File: src/rtl/ddhm_pkg.sv
// shared types and constants for the differential drive heading-hold mixer
package ddhm_pkg;

  typedef enum logic [3:0] {
    MODE_STOP       = 4'd0,
    MODE_FWD        = 4'd1,
    MODE_BACK       = 4'd2,
    MODE_LEFT       = 4'd3,
    MODE_RIGHT      = 4'd4,
    MODE_FWD_LEFT   = 4'd5,
    MODE_BACK_LEFT  = 4'd6,
    MODE_FWD_RIGHT  = 4'd7,
    MODE_BACK_RIGHT = 4'd8
  } mode_e;

  localparam int unsigned CFG_IDX_W = 3;

  localparam logic [CFG_IDX_W-1:0] CFG_MIN_SPEED   = 3'd0;
  localparam logic [CFG_IDX_W-1:0] CFG_MAX_SPEED   = 3'd1;
  localparam logic [CFG_IDX_W-1:0] CFG_GAIN        = 3'd2;
  localparam logic [CFG_IDX_W-1:0] CFG_WHEEL_UPPER = 3'd3;
  localparam logic [CFG_IDX_W-1:0] CFG_WHEEL_LOWER = 3'd4;

  localparam logic [7:0] MIN_SPEED_RST   = 8'd0;
  localparam logic [7:0] MAX_SPEED_RST   = 8'd255;
  localparam logic [7:0] GAIN_RST        = 8'd10;
  localparam logic [7:0] WHEEL_UPPER_RST = 8'd255;
  localparam logic [7:0] WHEEL_LOWER_RST = 8'd10;

  // latched record value that matches no drive mode
  localparam logic [3:0] REC_NONE = 4'hF;

endpackage

File: src/rtl/diff_drive_heading_hold_mixer_unit.sv
// top level of the differential drive mixer with proportional heading hold
// One drive command is taken per cycle while in_stall_o is low. A command enters an
// input register and moves on into the result register once that register is empty
// or its held transaction is not stalled by the result side. The sustained rate is
// one command per clock while the result side does not stall. The longest path is
// the 17x9 signed yaw error times gain product feeding the truncation and wheel
// clamp. The heading latch and mode record update as each command moves into the
// result register, so commands are handled strictly in order. Configuration
// writes are taken at any time (ready is always high) and must only be issued
// while no command is in flight.
module diff_drive_heading_hold_mixer_unit (
  input  logic                             clk_i,
  input  logic                             rst_ni,
  // command channel
  input  logic                             in_valid_i,
  output logic                             in_stall_o,
  input  logic [3:0]                       drive_mode_i,
  input  logic [7:0]                       speed_request_i,
  input  logic signed [15:0]               yaw_now_i,
  // wheel command channel
  output logic                             out_valid_o,
  input  logic                             out_stall_i,
  output logic                             drive_enable_o,
  output logic                             right_dir_o,
  output logic [7:0]                       right_speed_o,
  output logic                             left_dir_o,
  output logic [7:0]                       left_speed_o,
  output logic                             bad_mode_o,
  // configuration write channel
  input  logic                             cfg_valid_i,
  output logic                             cfg_ready_o,
  input  logic [ddhm_pkg::CFG_IDX_W-1:0]   cfg_index_i,
  input  logic [7:0]                       cfg_data_i
);
  import ddhm_pkg::*;

  // configuration
  logic [7:0] min_speed_q, max_speed_q, gain_q, wheel_upper_q, wheel_lower_q;

  // input stage
  logic              s1_valid_q, s1_valid_d;
  logic [3:0]        s1_mode_q;
  logic [7:0]        s1_speed_q;
  logic signed [15:0] s1_yaw_q;

  // heading state
  logic [3:0]  mode_record_q, mode_record_d;
  logic [3:0]  latched_record_q, latched_record_d;
  logic [15:0] heading_ref_q, heading_ref_d;

  // result stage
  logic       out_valid_q, out_valid_d;
  logic       enable_d, rdir_d, ldir_d, bad_d;
  logic [7:0] rspd_d, lspd_d;
  logic       enable_q, rdir_q, ldir_q, bad_q;
  logic [7:0] rspd_q, lspd_q;

  logic in_accept, advance;

  logic [7:0]         s_lo, s_clamped, s_half;
  logic               latch_now;
  logic signed [16:0] yaw_err;
  logic signed [25:0] prod, base, sum_r, sum_l;
  logic [7:0]         wheel_r, wheel_l;

  function automatic logic [7:0] wheel_lim(input logic signed [25:0] sum,
                                           input logic [7:0] up,
                                           input logic [7:0] lo);
    logic signed [25:0] trunc_v;
    logic [7:0]         res;
    // divide by 16 rounding toward zero
    trunc_v = (sum + (sum[25] ? 26'sd15 : 26'sd0)) >>> 4;
    if (trunc_v > $signed({18'b0, up})) begin
      res = up;
    end else if (trunc_v < $signed({18'b0, lo})) begin
      res = lo;
    end else begin
      res = trunc_v[7:0];
    end
    return res;
  endfunction

  assign cfg_ready_o = 1'b1;

  assign advance    = s1_valid_q && (!out_valid_q || !out_stall_i);
  assign in_stall_o = s1_valid_q && !advance;
  assign in_accept  = in_valid_i && !in_stall_o;

  assign s1_valid_d  = in_accept ? 1'b1 : (advance ? 1'b0 : s1_valid_q);
  assign out_valid_d = advance ? 1'b1 : (out_valid_q && out_stall_i);

  always_ff @(posedge clk_i or negedge rst_ni) begin
    if (!rst_ni) begin
      min_speed_q   <= MIN_SPEED_RST;
      max_speed_q   <= MAX_SPEED_RST;
      gain_q        <= GAIN_RST;
      wheel_upper_q <= WHEEL_UPPER_RST;
      wheel_lower_q <= WHEEL_LOWER_RST;
    end else if (cfg_valid_i && cfg_ready_o) begin
      unique case (cfg_index_i)
        CFG_MIN_SPEED:   min_speed_q   <= cfg_data_i;
        CFG_MAX_SPEED:   max_speed_q   <= cfg_data_i;
        CFG_GAIN:        gain_q        <= cfg_data_i;
        CFG_WHEEL_UPPER: wheel_upper_q <= cfg_data_i;
        CFG_WHEEL_LOWER: wheel_lower_q <= cfg_data_i;
        default: ;
      endcase
    end
  end

  // speed clamp, upper bound wins when the bounds are inverted
  assign s_lo      = (s1_speed_q < min_speed_q) ? min_speed_q : s1_speed_q;
  assign s_clamped = (s_lo > max_speed_q) ? max_speed_q : s_lo;
  assign s_half    = {1'b0, s_clamped[7:1]};

  // a fresh latch makes the reference equal to this yaw, so the error is zero
  assign latch_now = (latched_record_q != mode_record_q);
  assign yaw_err   = latch_now ? 17'sd0
                   : ($signed({s1_yaw_q[15], s1_yaw_q})
                      - $signed({heading_ref_q[15], heading_ref_q}));
  assign prod      = 26'(yaw_err * $signed({1'b0, gain_q}));
  assign base      = $signed({14'b0, s_clamped, 4'b0});
  assign sum_r     = base + prod;
  assign sum_l     = base - prod;
  assign wheel_r   = wheel_lim(sum_r, wheel_upper_q, wheel_lower_q);
  assign wheel_l   = wheel_lim(sum_l, wheel_upper_q, wheel_lower_q);

  always_comb begin
    enable_d         = 1'b1;
    rdir_d           = 1'b0;
    ldir_d           = 1'b0;
    rspd_d           = '0;
    lspd_d           = '0;
    bad_d            = 1'b0;
    mode_record_d    = s1_mode_q;
    latched_record_d = latched_record_q;
    heading_ref_d    = heading_ref_q;
    unique case (s1_mode_q) inside
      MODE_FWD, MODE_BACK: begin
        if (latch_now) begin
          latched_record_d = mode_record_q;
          heading_ref_d    = s1_yaw_q;
        end
        if (s1_mode_q == MODE_FWD) begin
          rdir_d = 1'b1;
          ldir_d = 1'b1;
          rspd_d = wheel_r;
          lspd_d = wheel_l;
        end else begin
          // backward swaps the wheels
          rspd_d = wheel_l;
          lspd_d = wheel_r;
        end
      end
      MODE_LEFT: begin
        rdir_d = 1'b1;
        rspd_d = s_clamped;
        lspd_d = s_clamped;
      end
      MODE_RIGHT: begin
        ldir_d = 1'b1;
        rspd_d = s_clamped;
        lspd_d = s_clamped;
      end
      MODE_FWD_LEFT: begin
        rdir_d = 1'b1;
        ldir_d = 1'b1;
        rspd_d = s_clamped;
        lspd_d = s_half;
      end
      MODE_BACK_LEFT: begin
        rspd_d = s_clamped;
        lspd_d = s_half;
      end
      MODE_FWD_RIGHT: begin
        rdir_d = 1'b1;
        ldir_d = 1'b1;
        rspd_d = s_half;
        lspd_d = s_clamped;
      end
      MODE_BACK_RIGHT: begin
        rspd_d = s_half;
        lspd_d = s_clamped;
      end
      MODE_STOP: begin
        enable_d      = 1'b0;
        mode_record_d = mode_record_q;
      end
      default: begin
        enable_d      = 1'b0;
        bad_d         = 1'b1;
        mode_record_d = mode_record_q;
      end
    endcase
  end

  always_ff @(posedge clk_i or negedge rst_ni) begin
    if (!rst_ni) begin
      s1_valid_q       <= 1'b0;
      out_valid_q      <= 1'b0;
      mode_record_q    <= MODE_STOP;
      latched_record_q <= REC_NONE;
      heading_ref_q    <= '0;
    end else begin
      s1_valid_q  <= s1_valid_d;
      out_valid_q <= out_valid_d;
      if (advance) begin
        mode_record_q    <= mode_record_d;
        latched_record_q <= latched_record_d;
        heading_ref_q    <= heading_ref_d;
      end
    end
  end

  always_ff @(posedge clk_i) begin
    if (in_accept) begin
      s1_mode_q  <= drive_mode_i;
      s1_speed_q <= speed_request_i;
      s1_yaw_q   <= yaw_now_i;
    end
    if (advance) begin
      enable_q <= enable_d;
      rdir_q   <= rdir_d;
      ldir_q   <= ldir_d;
      rspd_q   <= rspd_d;
      lspd_q   <= lspd_d;
      bad_q    <= bad_d;
    end
  end

  assign out_valid_o    = out_valid_q;
  assign drive_enable_o = enable_q;
  assign right_dir_o    = rdir_q;
  assign right_speed_o  = rspd_q;
  assign left_dir_o     = ldir_q;
  assign left_speed_o   = lspd_q;
  assign bad_mode_o     = bad_q;

endmodule

File: config.mk
export PLATFORM = sky130hd
export DESIGN_NAME = diff_drive_heading_hold_mixer_unit
export DESIGN_NICKNAME = d
export VERILOG_FILES = /design/src/rtl/ddhm_pkg.sv /design/src/rtl/diff_drive_heading_hold_mixer_unit.sv
export SDC_FILE = /design/constraint.sdc
export NUM_CORES = 1
export LEC_CHECK = 0
export BUFFER_PORTS_ARGS = -buffer_cell sky130_fd_sc_hd__clkbuf_2
export CORE_ASPECT_RATIO = 1.2
export CORE_MARGIN = 10
export CORE_UTILIZATION = 65
export DETAILED_ROUTE_END_ITERATION = 8
export GPL_TIMING_DRIVEN = 0
export PLACE_DENSITY = 0.86
export SYNTH_ARGS = -nofsm -noshare
export SYNTH_HDL_FRONTEND = slang
export SYNTH_SLANG_ARGS = --single-unit
export TNS_END_PERCENT = 1
File: constraint.sdc
create_clock -name clk_i -period 16.35 [get_ports clk_i]
set_clock_uncertainty 0.2 [all_clocks]
set_input_delay 3.27 -clock clk_i [delete_from_list [all_inputs] [get_ports clk_i]]
set_output_delay 3.27 -clock clk_i [all_outputs]
set_load 0.05 [all_outputs]
==> metrics <==
status=complete, no violations; # DRC=0; hold path depth=1; clock buffer count from CTS=17; Mapped Area=0.0155 mm²; Setup WS post-layout=between 1500 and 2000 ps; final period utilization=0.904; reg2reg setup slack=1570 ps; ranking of synthesized cells by area=fa_1 (14%), ha_1 (11%), edfxtp_1 (9.3%), dfrtp_1 (6.8%), inv_1 (6.0%); fillcell total=between 1500 and 2000; routed length on met2=roughly 22000 µm; global-route usage over all layers=0.296; Core ar.=about 0.023 mm²; final setup vio count=0; Worst EP arrival=between 10000 and 15000 ps; I/O pins=67; Met3 Wirelength=3110 µm; DRT iter0 DRCs=1208; port buffer count=65; ys flop type=edfxtp_1; Post-synth EDFFs=48; r2r startpoint=s1_yaw_q[0]; Setup TNS Final=0 ps; post-synth cell types=around 110; GPL Wtd Cong=0.970; worst rel slew slack=0.190; post-synthesis register bit count=approximately 110; final hold violations=0; cts repair resizes=0; vias in the first global route=between 10000 and 15000; First-pass DRT Iterations=8; Mapped Avg Cell Area=8.54 µm²; Initial Utilization=0.664; top sig layer=met4; WL final=approximately 45000 µm; share of the yosys chip area belonging to registers=0.201; Slowest-stage cell, CP=o31ai_1; clk_lat worst skew=about 430 ps; CTS hold repair buffers=0; chip height=189 µm; area leader, netlist=fa_1; start point of the worst hold path=s1_valid_q; Synth Instances=roughly 1800; most used cell along the critical path=o21ai_0; Critical Path Source Type=flip-flop; maxcap violations=0; chip width=about 160 µm; pre-CTS setup slack=around 2200 ps; WP data required=about 16000 ps; Reg clk slew, reported paths=roughly 60 ps; clk sinks=about 110; Syn Nets=2102; P&R area growth vs syn=8.40%; initial antenna violation count=0; largest net degree at the start of global routing=between 60 and 70; Worst path max stage delay=~930 ps; RSZ-0062 raised after global routing=no; Avg WL per Cell=a little over 20 µm; antenna cells=0; Ys Warns=0; hold crit path type=flip-flop to flip-flop; layout cells sized above 1=0.128; DR vias=around 14000; fmax=0.0676 GHz; Root Buffer=clkbuf_16; DP Area=approximately 0.016 mm²; FF-to-FF End=right_speed_o[7]; CTS tree=yes; DR vias/cell=6.41; Net count, final=approximately 2200; Design Area, Final=0.0168 mm²; HPWL after DPL=35300 µm; minimum clock period=about 15000 ps; die area=between 0.03 and 0.04 mm²; CTS Buffer Depth=2; crit path max fanout=10; Yosys top cell area share=0.142; Worst setup EP type=flip-flop; H-tree levels=4; Final Slew Violations=0; first-pass GRT wire length=74200 µm; Antenna Nets Post-Route=0; measured slew at the worst slew-check pin=approximately 1200 ps; num rows=61; FF-to-FF path depth=between 50 and 60; worst-case hold path end point=out_valid_o; crit path kind=flip-flop to flip-flop; Post-CTS Setup Inserts=0; fraction of synthesis flops using an asynchronous set or reset pin=0.579; GRT Residual Overflow=0; met1 wire length=17500 µm
worst max-delay path: cells and delay by family (launching register included):
kind / cells / cell delay, ps
flops: 1 / 400
buf+inv: 6 / 760
compound gates: 24 / 5750
simple gates: 10 / 2680
fa+ha+maj: 8 / 3210
xor+xnor: 2 / 1020
mux: 1 / 450
per-stage QoR:
stage | hold WS (ps) | instances | utilization
final | 289 | 2229 | 0.720
after global routing | 305 | 2229 | 0.720
after CTS | 291 | 2229 | 0.720
after detailed placement | 274 | 2197 | 0.695
after global placement | 259 | 2197 | 0.695
after floorplan | 249 | 1817 | -
metal layers:
layer / vias to the layer above / track usage
li1: 6514 / -
met1: 6904 / 0.349
met2: 696 / 0.509
met3: 182 / 0.0488
met4: 0 / 0.150
met5: - / 0
cells in the mapped netlist (37+ instances only):
master	count
and2_1	77
inv_1	247
nor3_1	38
fa_1	110
dfrtp_1	42
mux2_2	37
nand2_1	190
o21ai_0	92
a21oi_1	63
xnor2_1	47
edfxtp_1	48
clkbuf_1	37
nor2_1	96
ha_1	131
layout make-up:
class                           instances  area (µm²)  area share
Tap cell                              315         394      0.0234
Inverter                              249         935      0.0556
Sequential cell                       114        3120       0.186
Clock inverter                         14         140     0.00833
Clock buffer                           18         439      0.0261
Buffer                                 68         374      0.0223
Multi-Input combinational cell       1386       11100       0.659
Timing Repair Buffer                   65         328      0.0195
cell families after synthesis:
logic type / Yosys count / share of synthesized area
adders and majority gates: 241 / 0.248
AOI/OAI and AO/OA: 424 / 0.193
other: 1 / 0.000242
buffers and inverters: 317 / 0.0844
xor gates and xnor gates: 62 / 0.0364
muxes: 49 / 0.0346
and+or+nand+nor: 609 / 0.202
DFF: 114 / 0.201
registers in the layout, summed over array words and instances (netlist names), 8 cells and up:
register	flops
gain_q	8
heading_ref_q	16
left_speed_o	8
max_speed_q	8
min_speed_q	8
right_speed_o	8
s1_speed_q	8
s1_yaw_q	16
wheel_lower_q	8
wheel_upper_q	8
worst max-delay path by stage:
stage	start	end	slack, ps	cells past startpoint
after global placement	s1_yaw_q[2]	left_speed_o[7]	2370	49
after CTS	s1_yaw_q[0]	right_speed_o[7]	1940	51
final	s1_yaw_q[0]	right_speed_o[7]	1570	51
after global routing	s1_yaw_q[0]	right_speed_o[7]	770	51
after detailed placement	s1_yaw_q[0]	right_speed_o[7]	2170	51
after floorplan	s1_yaw_q[2]	left_speed_o[0]	4710	51
cell usage in the layout (no fill, tap or decap), types with 24 or more instances in the layout:
master    Yosys  layout
dfstp_2      24      24
nor3_1       38      38
and2_1       77      76
clkbuf_2      2      66
inv_1       247     247
a21oi_1      63      63
nor2_1       96      96
nand2_1     190     190
xnor2_1      47      47
mux2_2       37      37
edfxtp_1     48      48
ha_1        131     131
nand3_1      36      36
dfrtp_1      42      42
nand4_1      30      30
clkbuf_1     37      37
o21ai_0      92      92
a21o_1       24      24
fa_1        110     110
Power is left out: the tool's default activity adds up to more than one toggle a clock period on the data nets, which glitch-free logic cannot reach.
